$ cat config.mk
export PLATFORM = sky130hd
export DESIGN_NAME = char_lcd_nibble_queue_driver_top
export DESIGN_NICKNAME = d
export VERILOG_FILES = /design/src/rtl/core/lcdq_pkg.sv /design/src/rtl/core/lcdq_ram.sv /design/src/rtl/core/lcdq_encode.sv /design/src/rtl/core/lcdq_fifo.sv /design/src/rtl/core/char_lcd_nibble_queue_driver_top.sv
export SDC_FILE = /design/constraint.sdc
export NUM_CORES = 1
export LEC_CHECK = 0
export BUFFER_PORTS_ARGS = -buffer_cell sky130_fd_sc_hd__buf_2
export CORE_MARGIN = 4
export CORE_UTILIZATION = 55
export CTS_CLUSTER_DIAMETER = 60
export DETAILED_ROUTE_END_ITERATION = 12
export PLACE_DENSITY = 0.72
export SYNTH_ARGS = -nofsm -noshare
export SYNTH_HDL_FRONTEND = slang
export SYNTH_SLANG_ARGS = --single-unit
$ cat constraint.sdc
create_clock -name clk -period 10.4 [get_ports clk]
set_input_delay 2.08 -clock clk [delete_from_list [all_inputs] [get_ports clk]]
set_output_delay 2.08 -clock clk [all_outputs]
set_load 0.1 [all_outputs]
$ cat src/rtl/core/lcdq_pkg.sv
// Types and constants for the character LCD nibble queue driver.
package lcdq_pkg;

	localparam int LINE_COUNT = 2;

	localparam logic [1:0] KIND_CHAR = 2'd0;
	localparam logic [1:0] KIND_CMD  = 2'd1;
	localparam logic [1:0] KIND_POS  = 2'd2;
	localparam logic [1:0] KIND_TICK = 2'd3;

	localparam logic [7:0] CHAR_CR    = 8'd13;
	localparam logic [7:0] CHAR_LF    = 8'd10;
	localparam logic [7:0] CLEAR_CMD  = 8'h01;
	localparam logic [7:0] LINE1_BASE = 8'h80;
	localparam logic [7:0] LINE2_BASE = 8'hC0;

	localparam int CFG_INDEX_W = 2;
	localparam logic [CFG_INDEX_W-1:0] CFG_SHORT_WAIT = 2'd0;
	localparam logic [CFG_INDEX_W-1:0] CFG_CLEAR_WAIT = 2'd1;

	localparam logic [7:0] SHORT_WAIT_RESET = 8'd2;
	localparam logic [7:0] CLEAR_WAIT_RESET = 8'd5;

	typedef struct packed {
		logic [1:0] kind;
		logic [7:0] data_byte;
		logic [5:0] column;
		logic [1:0] line_number;
	} item_t;

	typedef struct packed {
		logic       enable_pin;
		logic       select_pin;
		logic [3:0] data_nibble;
		logic [6:0] queue_level;
		logic       overflow_flag;
		logic [1:0] cursor_line;
	} result_t;

	// one queued nibble: long wait flag, register select, data
	typedef struct packed {
		logic       long_wait;
		logic       sel;
		logic [3:0] nibble;
	} entry_t;

	localparam int ENTRY_W = $bits(entry_t);

	typedef struct packed {
		logic       push;
		entry_t     hi;
		entry_t     lo;
		logic [1:0] focus_next;
	} enc_t;

endpackage

$ cat src/rtl/core/lcdq_ram.sv
// Generic single-write, single-read RAM with registered read data.
module lcdq_ram #(
	parameter int WIDTH = 8,
	parameter int DEPTH = 32
) (
	input  logic                     clk,
	input  logic                     we,
	input  logic [$clog2(DEPTH)-1:0] waddr,
	input  logic [WIDTH-1:0]         wdata,
	input  logic [$clog2(DEPTH)-1:0] raddr,
	output logic [WIDTH-1:0]         rdata
);

	logic [WIDTH-1:0] mem [DEPTH];

	always_ff @(posedge clk) begin
		if (we) begin
			mem[waddr] <= wdata;
		end
		rdata <= mem[raddr];
	end

endmodule

$ cat src/rtl/core/lcdq_encode.sv
// Turns a character, command or cursor item into two nibble entries.
module lcdq_encode import lcdq_pkg::*; (
	input  item_t      item,
	input  logic [1:0] focus,
	output enc_t       enc
);

	logic [7:0] byte_v;
	logic       sel_v;
	logic       pos_v;
	logic [1:0] pos_line;
	logic [5:0] pos_col;

	always_comb begin
		byte_v   = '0;
		sel_v    = 1'b0;
		pos_v    = 1'b0;
		pos_line = focus;
		pos_col  = 6'd1;
		enc      = '0;
		enc.focus_next = focus;
		case (item.kind)
			KIND_CHAR: begin
				if (item.data_byte == CHAR_CR) begin
					pos_v = 1'b1;
				end else if (item.data_byte == CHAR_LF) begin
					pos_v    = 1'b1;
					pos_line = (focus >= 2'(LINE_COUNT)) ? 2'd1 : focus + 2'd1;
				end else begin
					enc.push = 1'b1;
					sel_v    = 1'b1;
					byte_v   = item.data_byte;
				end
			end
			KIND_CMD: begin
				enc.push = 1'b1;
				byte_v   = item.data_byte;
			end
			KIND_POS: begin
				pos_v    = 1'b1;
				pos_line = item.line_number;
				pos_col  = item.column;
			end
			default: begin
			end
		endcase

		if (pos_v) begin
			enc.push = 1'b1;
			if (pos_line == 2'd1) begin
				enc.focus_next = 2'd1;
				byte_v = LINE1_BASE + {2'b00, pos_col} - 8'd1;
			end else if (pos_line == 2'd2 && LINE_COUNT >= 2) begin
				enc.focus_next = 2'd2;
				byte_v = LINE2_BASE + {2'b00, pos_col} - 8'd1;
			end else begin
				// bad line falls back to home of line 1
				enc.focus_next = 2'd1;
				byte_v = LINE1_BASE;
			end
		end

		enc.hi.long_wait = 1'b0;
		enc.hi.sel       = sel_v;
		enc.hi.nibble    = byte_v[7:4];
		enc.lo.long_wait = (byte_v == CLEAR_CMD);
		enc.lo.sel       = sel_v;
		enc.lo.nibble    = byte_v[3:0];
	end

endmodule

$ cat src/rtl/core/lcdq_fifo.sv
// Nibble queue: two interleaved RAM banks so a byte's two entries go in at once.
module lcdq_fifo import lcdq_pkg::*; #(
	parameter int DEPTH = 64
) (
	input  logic                       clk,
	input  logic                       arst_n,
	input  logic                       push,
	input  entry_t                     hi,
	input  entry_t                     lo,
	input  logic                       pop,
	output entry_t                     head,
	output logic [$clog2(DEPTH+1)-1:0] count,
	output logic [$clog2(DEPTH+1)-1:0] count_next,
	output logic                       drop
);

	localparam int CW   = $clog2(DEPTH + 1);
	localparam int HALF = (DEPTH + 1) / 2;
	localparam int AW   = $clog2(HALF);
	localparam logic [AW-1:0] LAST = AW'(HALF - 1);

	// entry n lives in bank n[0] at slot n/2, so neighbors sit in different banks
	logic          w_bank_q, r_bank_q;
	logic [AW-1:0] w_addr_q, r_addr_q;
	logic [CW-1:0] count_q;

	logic          ok1, ok2;
	logic [CW-1:0] count_one;
	logic [AW-1:0] w_addr_inc, r_addr_inc;

	logic          we0, we1;
	logic [AW-1:0] addr0;
	entry_t        data0, data1;
	logic [ENTRY_W-1:0] q0, q1;

	assign w_addr_inc = (w_addr_q == LAST) ? '0 : w_addr_q + 1'b1;
	assign r_addr_inc = (r_addr_q == LAST) ? '0 : r_addr_q + 1'b1;

	// each nibble checks for room on its own
	assign ok1       = push && (count_q < CW'(DEPTH));
	assign count_one = count_q + CW'(ok1);
	assign ok2       = push && (count_one < CW'(DEPTH));
	assign drop      = push && !ok2;

	assign we0   = w_bank_q ? ok2 : ok1;
	assign addr0 = w_bank_q ? w_addr_inc : w_addr_q;
	assign data0 = w_bank_q ? lo : hi;
	assign we1   = w_bank_q ? ok1 : ok2;
	assign data1 = w_bank_q ? hi : lo;

	lcdq_ram #(.WIDTH(ENTRY_W), .DEPTH(HALF)) u_bank0 (
		.clk   (clk),
		.we    (we0),
		.waddr (addr0),
		.wdata (data0),
		.raddr (r_addr_q),
		.rdata (q0)
	);

	lcdq_ram #(.WIDTH(ENTRY_W), .DEPTH(HALF)) u_bank1 (
		.clk   (clk),
		.we    (we1),
		.waddr (w_addr_q),
		.wdata (data1),
		.raddr (r_addr_q),
		.rdata (q1)
	);

	// read pointer only moves at a pop, and the head is not used until tick items step the drain machine to set
	assign head       = r_bank_q ? entry_t'(q1) : entry_t'(q0);
	assign count      = count_q;
	assign count_next = count_one + CW'(ok2) - CW'(pop);

	always_ff @(posedge clk or negedge arst_n) begin
		if (!arst_n) begin
			w_bank_q <= 1'b0;
			w_addr_q <= '0;
			r_bank_q <= 1'b0;
			r_addr_q <= '0;
			count_q  <= '0;
		end else begin
			count_q <= count_next;
			if (ok2) begin
				w_addr_q <= w_addr_inc;
			end else if (ok1) begin
				w_bank_q <= !w_bank_q;
				if (w_bank_q) begin
					w_addr_q <= w_addr_inc;
				end
			end
			if (pop) begin
				r_bank_q <= !r_bank_q;
				if (r_bank_q) begin
					r_addr_q <= r_addr_inc;
				end
			end
		end
	end

endmodule

$ cat src/rtl/core/char_lcd_nibble_queue_driver_top.sv
// Top level of the character LCD nibble queue driver.
//
//  channel  | handshake                | payload
//  ---------+--------------------------+--------------------------------
//  item     | item_valid / item_ready  | item (kind, byte, column, line)
//  result   | result_valid/result_ready| result (pins, level, flags)
//  cfg      | cfg_valid / cfg_ready    | cfg_index, cfg_data
//
//  One item per cycle sustained while results are taken; each item passes through the
//  input register, then is loaded into the result register once that register is free.
//  Reset clears pointers, count, drain phase, pins and flags; queue RAM is
//  left as is. No clearing pass.
//  A stalled result holds its register; one more item waits in the input
//  register, then item_ready drops. cfg_ready is always high.
module char_lcd_nibble_queue_driver_top import lcdq_pkg::*; #(
	parameter int QUEUE_DEPTH = 64
) (
	input  logic                   clk,
	input  logic                   arst_n,
	input  logic                   item_valid,
	output logic                   item_ready,
	input  item_t                  item,
	output logic                   result_valid,
	input  logic                   result_ready,
	output result_t                result,
	input  logic                   cfg_valid,
	output logic                   cfg_ready,
	input  logic [CFG_INDEX_W-1:0] cfg_index,
	input  logic [7:0]             cfg_data
);

	localparam int CW = $clog2(QUEUE_DEPTH + 1);

	localparam logic [1:0] PH_WAIT = 2'd0;
	localparam logic [1:0] PH_SET  = 2'd1;
	localparam logic [1:0] PH_BUSY = 2'd2;

	logic    valid_s1;
	item_t   item_s1;
	logic    res_valid_q;
	result_t res_q;
	logic    adv, fire;

	logic [7:0] short_q, clear_q;
	logic [1:0] phase_q, phase_d;
	logic [7:0] elapsed_q, elapsed_d, elapsed_inc, wait_ticks;
	logic [1:0] focus_q;
	logic       dropped_q;
	logic       pin_en_q, pin_sel_q;
	logic [3:0] pin_nib_q;
	logic       pin_en_d, pin_sel_d;
	logic [3:0] pin_nib_d;
	logic       tick, pop;

	enc_t          enc;
	entry_t        head;
	logic [CW-1:0] count, count_next;
	logic          drop;

	assign adv        = !res_valid_q || result_ready;
	assign fire       = valid_s1 && adv;
	assign item_ready = !valid_s1 || adv;
	assign cfg_ready  = 1'b1;
	assign tick       = fire && (item_s1.kind == KIND_TICK);

	lcdq_encode u_enc (
		.item  (item_s1),
		.focus (focus_q),
		.enc   (enc)
	);

	lcdq_fifo #(.DEPTH(QUEUE_DEPTH)) u_fifo (
		.clk        (clk),
		.arst_n     (arst_n),
		.push       (fire && enc.push),
		.hi         (enc.hi),
		.lo         (enc.lo),
		.pop        (pop),
		.head       (head),
		.count      (count),
		.count_next (count_next),
		.drop       (drop)
	);

	assign elapsed_inc = (elapsed_q == 8'hFF) ? elapsed_q : elapsed_q + 8'd1;
	assign wait_ticks  = head.long_wait ? clear_q : short_q;

	// drain machine, stepped by tick items only
	always_comb begin
		phase_d   = phase_q;
		elapsed_d = elapsed_q;
		pin_en_d  = pin_en_q;
		pin_sel_d = pin_sel_q;
		pin_nib_d = pin_nib_q;
		pop       = 1'b0;
		if (tick) begin
			case (phase_q)
				PH_SET: begin
					pin_en_d  = 1'b1;
					pin_sel_d = head.sel;
					pin_nib_d = head.nibble;
					elapsed_d = '0;
					phase_d   = PH_BUSY;
				end
				PH_BUSY: begin
					elapsed_d = elapsed_inc;
					// a zero wait still costs one busy tick
					if (elapsed_inc >= wait_ticks) begin
						pop     = (count != '0);
						phase_d = PH_WAIT;
					end
				end
				default: begin
					pin_en_d = 1'b0;
					phase_d  = (count != '0) ? PH_SET : PH_WAIT;
				end
			endcase
		end
	end

	always_ff @(posedge clk or negedge arst_n) begin
		if (!arst_n) begin
			valid_s1    <= 1'b0;
			res_valid_q <= 1'b0;
			short_q     <= SHORT_WAIT_RESET;
			clear_q     <= CLEAR_WAIT_RESET;
			phase_q     <= PH_WAIT;
			elapsed_q   <= '0;
			focus_q     <= 2'd1;
			dropped_q   <= 1'b0;
			pin_en_q    <= 1'b0;
			pin_sel_q   <= 1'b0;
			pin_nib_q   <= '0;
		end else begin
			if (item_ready) begin
				valid_s1 <= item_valid;
			end
			if (fire) begin
				res_valid_q <= 1'b1;
			end else if (result_ready) begin
				res_valid_q <= 1'b0;
			end
			if (cfg_valid) begin
				case (cfg_index)
					CFG_SHORT_WAIT: short_q <= cfg_data;
					CFG_CLEAR_WAIT: clear_q <= cfg_data;
					default: begin
					end
				endcase
			end
			phase_q   <= phase_d;
			elapsed_q <= elapsed_d;
			pin_en_q  <= pin_en_d;
			pin_sel_q <= pin_sel_d;
			pin_nib_q <= pin_nib_d;
			dropped_q <= dropped_q | drop;
			if (fire) begin
				focus_q <= enc.focus_next;
			end
		end
	end

	always_ff @(posedge clk) begin
		if (item_valid && item_ready) begin
			item_s1 <= item;
		end
		if (fire) begin
			res_q.enable_pin    <= pin_en_d;
			res_q.select_pin    <= pin_sel_d;
			res_q.data_nibble   <= pin_nib_d;
			res_q.queue_level   <= 7'(count_next);
			res_q.overflow_flag <= dropped_q | drop;
			res_q.cursor_line   <= enc.focus_next;
		end
	end

	assign result_valid = res_valid_q;
	assign result       = res_q;

endmodule

# [Yosys cells after proc, flatten, opt, wreduce, memory -nomap -nowiden]
# Memory sizes are Yosys's and may differ from the RTL's. A register that Yosys moved wholly into a read port is not among the register bits.
# Index checks and enable logic that the tools add are counted.
[classes] add_sub_neg=11 mul=0 div=0 magnitude_cmp=4 n_eq_ne=15 shift=0 n_mux=53 bitwise_logic=2 n_reduce_logical=26
[op_table] cell="8-bit 2-to-1 mux" count=7
[op_table] cell="8-bit case mux with 2 select lines" count=2
[op_table] cell="5-bit 2-to-1 mux" count=5
[op_table] cell="6-bit 2-to-1 mux" count=4
[op_table] cell="1-bit 2-to-1 mux" count=21
[op_table] cell="8-bit by 4-bit == test with 1-bit output (second input constant)" count=2
[op_table] cell="8-bit by 1-bit subtractor with 8-bit output (second input constant)" count=2
[op_table] cell="7-bit by 1-bit adder with 7-bit output" count=2
[op_table] cell="7-bit less-than comparator (second input constant)" count=2
[op_table] cell="2-bit 2-to-1 mux" count=7
[op_table] cell="2-bit AND reduction" count=6
[op_table] cell="5-bit by 1-bit adder with 5-bit output (second input constant)" count=2
[op_table] cell="5-bit == test (second input constant)" count=2
[op_table] cell="7-bit by 7-bit adder with 8-bit output (first input constant)" count=1
[op_table] cell="8-bit by 1-bit adder with 8-bit output (second input constant)" count=1
[op_table] cell="8-bit by 6-bit adder with 8-bit output (first input constant)" count=1
[op_table] cell="2-bit by 1-bit == test with 1-bit output (second input constant)" count=4
[op_table] cell="2-bit == test (second input constant)" count=4
[op_table] cell="8-bit by 1-bit == test with 1-bit output (second input constant)" count=1
[op_table] cell="8-bit == test (second input constant)" count=1
[op_table] cell="8-bit >= comparator" count=1
[op_table] cell="4-bit 2-to-1 mux" count=2
[op_table] cell="2-bit case mux with 2 select lines" count=2
[op_table] cell="1-bit logical AND" count=7
[op_table] cell="other kinds (12)" count=22
[totals] ff_bits=90 latch_bits=0 ram_bits=384 romBits=0 out_inout_bits=19 memories=2
[memory_table] memory="u_fifo.u_bank0.mem" words=32 word_bits=6 rd=1 rd_clocked_by_memory_dff=1 write_ports=1 line_no="lcdq_ram.sv:14" rtl="logic [WIDTH-1:0] mem [DEPTH];"
[memory_table] memory="u_fifo.u_bank1.mem" words=32 word_bits=6 rd=1 rd_clocked_by_memory_dff=1 write_ports=1 line_no="lcdq_ram.sv:14"

# [Longest topological paths before layout]
[depth] word_depth=13 depth_mapped=22 depth_no_buf=22

# [By module]
# Synthesis repeated with hierarchy kept, for this count alone.
[hier_totals] hier_cells=1110 hier_area_um2=20403.3
[by_module_without_submodules] mod="lcdq_ram" n_inst=2 cells_each=323 area_per_inst_um2=7589.8 seq_area_each_um2=5885.6
[by_module_without_submodules] mod="char_lcd_nibble_queue_driver_top" n_inst=1 cells_each=209 area_per_inst_um2=3019.1 seq_area_each_um2=1951.9
[by_module_without_submodules] mod="lcdq_fifo" n_inst=1 cells_each=175 area_per_inst_um2=1654.1 seq_area_each_um2=475.5
[by_module_without_submodules] mod="lcdq_encode" n_inst=1 cells_each=80 area_per_inst_um2=550.5 seq_area_each_um2=0.0

# [Least setup slack after synthesis]
# No wires, ideal clock.
[synth_timing] path_kind="input-to-reg" from="in result_ready" to="reg res_q (netlist bit result[9]), data pin" arrival_ps=5865 t_required_ps=10135 slack_ps=4270 stages=21 path_buffers=2 cell_sequence="nand2b_1 and2_1 clkbuf_1 nand2_1 nor2_1 ha_1 ha_1 and3_1 buf_2 xnor2_1 nand2_1 ha_1 inv_1 ha_1 fa_1 a21oi_1 nor2_1 nor2_1 o21bai_1 a21oi_1 xnor2_1"
[synth_via] elab_chain_len=9
[synth_lines] item="start: declaration" line_no="char_lcd_nibble_queue_driver_top.sv:24" rtl="input logic result_ready,"
[synth_lines] item="1-bit logical OR (*)" line_no="char_lcd_nibble_queue_driver_top.sv:60" rtl="assign adv = !res_valid_q || result_ready;"
[synth_lines] item="1-bit logical AND (*)" line_no="char_lcd_nibble_queue_driver_top.sv:61" rtl="assign fire = valid_s1 && adv;"
[synth_lines] item="net fire" line_no="char_lcd_nibble_queue_driver_top.sv:42" rtl="logic adv, fire;"
[synth_lines] item="1-bit logical AND" line_no="char_lcd_nibble_queue_driver_top.sv:75" rtl=".push (fire && enc.push),"
[synth_lines] item="1-bit logical AND" line_no="lcdq_fifo.sv:40" rtl="assign ok1 = push && (count_q < CW'(DEPTH));"
[synth_lines] item="7-bit by 1-bit adder with 7-bit output" line_no="lcdq_fifo.sv:41" rtl="assign count_one = count_q + CW'(ok1);"
[synth_lines] item="7-bit less-than comparator" line_no="lcdq_fifo.sv:42" rtl="assign ok2 = push && (count_one < CW'(DEPTH));"
[synth_lines] item="1-bit logical AND" line_no="lcdq_fifo.sv:42"
[synth_lines] item="7-bit by 1-bit adder with 7-bit output" line_no="lcdq_fifo.sv:72" rtl="assign count_next = count_one + CW'(ok2) - CW'(pop);"
[synth_lines] item="7-bit by 1-bit subtractor with 7-bit output (*)" line_no="lcdq_fifo.sv:72"
[synth_lines] item="net count_next[6]" line_no="char_lcd_nibble_queue_driver_top.sv:57" rtl="logic [CW-1:0] count, count_next;"
[synth_lines] item="end: declaration" line_no="char_lcd_nibble_queue_driver_top.sv:41" rtl="result_t res_q;"
# The timed path passes the listed nets; every way through them passes the cells marked *.
# A chain may end at the register's enable or synchronous reset.

# [Worst setup path in the final report]
[layout_timing] from="in result_ready" to="reg res_q (netlist bit result[9]), data pin"
[layout_via] elab_chain_len=9
[layout_lines] item="1-bit logical OR (*)" line_no="char_lcd_nibble_queue_driver_top.sv:60"
[layout_lines] item="1-bit logical AND (*)" line_no="char_lcd_nibble_queue_driver_top.sv:61"
[layout_lines] item="1-bit logical AND" line_no="char_lcd_nibble_queue_driver_top.sv:75"
[layout_lines] item="1-bit logical AND" line_no="lcdq_fifo.sv:40"
[layout_lines] item="7-bit by 1-bit adder with 7-bit output" line_no="lcdq_fifo.sv:41"
[layout_lines] item="7-bit less-than comparator" line_no="lcdq_fifo.sv:42"
[layout_lines] item="1-bit logical AND" line_no="lcdq_fifo.sv:42"
[layout_lines] item="7-bit by 1-bit adder with 7-bit output" line_no="lcdq_fifo.sv:72"
[layout_lines] item="7-bit by 1-bit subtractor with 7-bit output (*)" line_no="lcdq_fifo.sv:72"
[layout_lines] item="net count_next[6]" line_no="char_lcd_nibble_queue_driver_top.sv:57"
# Marked as above.

==> flow_summary.json <==
{
  "grt_max_degree": 79,
  "min_path_type": "register to register",
  "worstPathArrival_ns": 5.93,
  "setup_viol": 0,
  "dpl-instance-area_um2": 21000,
  "gp_congestion": 0.854,
  "yosysSeqAreaShare": 0.703,
  "drt-vias-per-instance": 6.19,
  "cts_sinks": 486,
  "synth_fp_nets": 1182,
  "vias": 10429,
  "cts_resized": 0,
  "setup_ws_ns": 4.77,
  "timing.final.crit_share": 0.542,
  "postRouteAntennaNets": 0,
  "pwr-share-seq": 0.503,
  "post-cts-setup-buffers": 0,
  "clkTransAtPathRegs_ns": 0.06,
  "whs_path_depth": 2,
  "synth_cell_types": 67,
  "fin_crit_ns": 5.63,
  "die_area_um2": 39800,
  "dp_slack_ns": 4.21,
  "reg2regPathDepth": 22,
  "total_power_mw": 4.71,
  "hold_buffers": 0,
  "worst_hold_slack_ns": 0.491,
  "port_buffers": 50,
  "dp.cells": 1599,
  "rsz0062_at_grt": "false",
  "row_count": 69,
  "synthCells": 1119,
  "grt_use_total": 0.219,
  "cts_max_level": 2,
  "max_slew_margin": 0.260,
  "cts_tree": "yes",
  "grt_pass1_vias": 10624,
  "synth_edf_count": 418,
  "crit_buf_inv": 3,
  "diodes": 0,
  "fin_skew_ns": 0.0111,
  "yosys_warnings": 0,
  "first_pass_iters": 5,
  "critPathSlowestCell": "fa_1",
  "design_area_um2": 22500,
  "pin_count": 52,
  "critPathMaxStageDelay_ns": 0.40,
  "insertion_delay_ns": 0.55,
  "hpwl_mm": 26.2,
  "final-max-slew-violation-count": 0,
  "antenna_found_initial": 0,
  "drt_wl_total_mm": 42.1,
  "cp_common_cell": "ha_1",
  "die_w_um": 200,
  "drc": 0,
  "syn_to_final_growth_pct": 11.4,
  "cp_top_family": "simple AND/OR/NAND/NOR gates",
  "wire_per_inst_um": 25.0,
  "synth-async-reset-ratio": 0.115,
  "fmax_mhz": 178,
  "start_util": 0.562,
  "p_switching_mw": 1.28,
  "ys.flop_type": "edfxtp_1",
  "p_comb_frac": 0.147,
  "syn_avg_cell_area_um2": 18.0,
  "cp.required_ns": 10.70,
  "swShare": 0.272,
  "drive_gt1_frac": 0.260,
  "overflow": 0,
  "final_util": 0.626,
  "die_h_um": 200,
  "power_density_nw_per_um2": 210,
  "status": "finished clean",
  "ir_drop_v": 0.000169,
  "tightest_slew_ns": 1.11,
  "hold_violations": 0,
  "ys_seq_elements": 486,
  "setup_tns_ns": 0,
  "synth_top_area_share": 0.622,
  "startpoint_type": "input port",
  "clk_path_buf_depth": 3,
  "end_kind": "register",
  "cts-buffers-inserted": 48,
  "instances_no_fill": 1685,
  "internal-power_mw": 3.43,
  "coreArea_um2": 35900,
  "cp_num_cells": 21,
  "clockRootBuffer": "clkbuf_16",
  "worstPathCellList": "buf_2 > nand2b_1 > and2_1 > buf_4 > nand2_1 > nor2_1 > ha_1 > ha_1 > and3_1 > xnor2_1 > nand2_1 > ha_1 > inv_1 > ha_1 > fa_1 > a21oi_1 > nor2_1 > nor2_1 > o21bai_1 > a21oi_1 > xnor2_1",
  "drt_iter0_markers": 1041,
  "cp_max_fo": 21,
  "grt_pass1_wl_mm": 66.0,
  "clockPowerShare": 0.350,
  "synth_top_cell_by_area": "edfxtp_1",
  "crit_type": "input port to register",
  "drv_cap": 0,
  "p_leak_nw": 7.52,
  "synth_area_leaders": "edfxtp_1 62%, mux4_2 13%, dfrtp_1 6.4%",
  "synth_area_um2": 20200,
  "nets": 1251
}
[cell usage after synthesis, drive strengths merged (3+ instances only)]
library cell and number:
a21o 12, a21oi 21, a22o 6, a22oi 4, a2bb2oi 3, a32o 3
and2 5, and3 8, buf 24, clkbuf 23, dfrtp 52, dfstp 4
dfxtp 12, edfxtp 418, ha 29, inv 21, mux2 34, mux2i 21
mux4 120, nand2 51, nand2b 6, nand3 19, nand3b 6, nand4 6
nor2 97, nor2b 4, nor3 12, nor4 3, o21ai 16, o21bai 3
o22ai 9, o31ai 6, or2 5, or3 3, or3b 3, xnor2 17
xor2 7
[metal layers]
layer	routed length, µm	track usage	up-vias
met5	0	0	-
met4	1070	0.0606	0
met3	2460	0.0341	81
met2	20500	0.350	360
met1	18100	0.321	5380
li1	-	-	4608
[path summary, 6_finish.rpt]
check	start	to	slack, ns
worst max-delay path	result_ready	result[9]	4.77
max in group asynchronous	arst_n	u_fifo.r_addr_q[0]	8.17
worst min register to register	pin_nib_q[0]	pin_nib_q[0]	0.49
min in group asynchronous	arst_n	valid_s1	1.66
worst max register to register	elapsed_q[0]	result[9]	5.62
worst min-delay path	pin_nib_q[0]	pin_nib_q[0]	0.49
[power by group through the flow]
stage	sequential (mW)	clock [mW]	combinational [mW]
5_1_grt	2.38	1.77	0.757
6_report	2.37	1.65	0.691
2_1_floorplan	2.50	0	0.396
3_5_place_dp	2.41	0	0.690
4_1_cts	2.37	1.68	0.693
3_3_place_gp	2.41	0	0.679
[tightest hold or removal path, delay by kind of cell, from the launching register on]
| family | cells | cell delay [ns] |
|---|---|---|
| AND/OR/NAND/NOR | 1 | 0.04 |
| flip-flops | 1 | 0.32 |
| AO/OA/AOI/OAI | 1 | 0.08 |
[cell families (layout without fill, tap and decap cells)]
family,after synthesis,count (layout),share of synthesized area
flip-flops,486,486,0.703
AND/OR/NAND/NOR,234,234,0.0539
multiplexers,175,175,0.163
AO/OA/AOI/OAI,101,101,0.0349
buffers and inverters,68,173,0.0148
adder cells (fa/ha/maj),30,30,0.0190
XOR/XNOR,24,24,0.0104
other,1,1,0.000186
[final cells by class]
cell class	count	area [µm²]
clock buffers	60	1300
clock inverters	26	204
fillers	2524	13400
inverters	21	78.8
multi-input cells	565	5760
flip-flops and latches	486	14200
well taps	461	577
repair buffers	66	370
[cells in the final DEF, fill, tap and decap left out, types with 15 or more instances in the layout]
| cell | synthesis | final |
|---|---|---|
| a21oi_1 | 20 | 20 |
| buf_2 | 14 | 50 |
| buf_4 | 1 | 16 |
| clkbuf_16 | 0 | 49 |
| dfrtp_1 | 52 | 49 |
| edfxtp_1 | 418 | 418 |
| ha_1 | 29 | 29 |
| inv_1 | 21 | 21 |
| mux2_2 | 34 | 34 |
| mux2i_1 | 21 | 15 |
| mux4_2 | 120 | 120 |
| nand2_1 | 51 | 51 |
| nand3_1 | 19 | 19 |
| nor2_1 | 96 | 93 |
| o21ai_0 | 16 | 16 |
| xnor2_1 | 17 | 17 |
[state kept, by name, summed over array words and instances (netlist names), 7 cells and up]
signal              flops
clear_q                 8
elapsed_q               8
item_s1                18
result                 16
short_q                 8
u_fifo.count            7
u_fifo.u_bank0.mem    192
u_fifo.u_bank1.mem    192
Note: power is estimated with default switching activity, not from simulation.
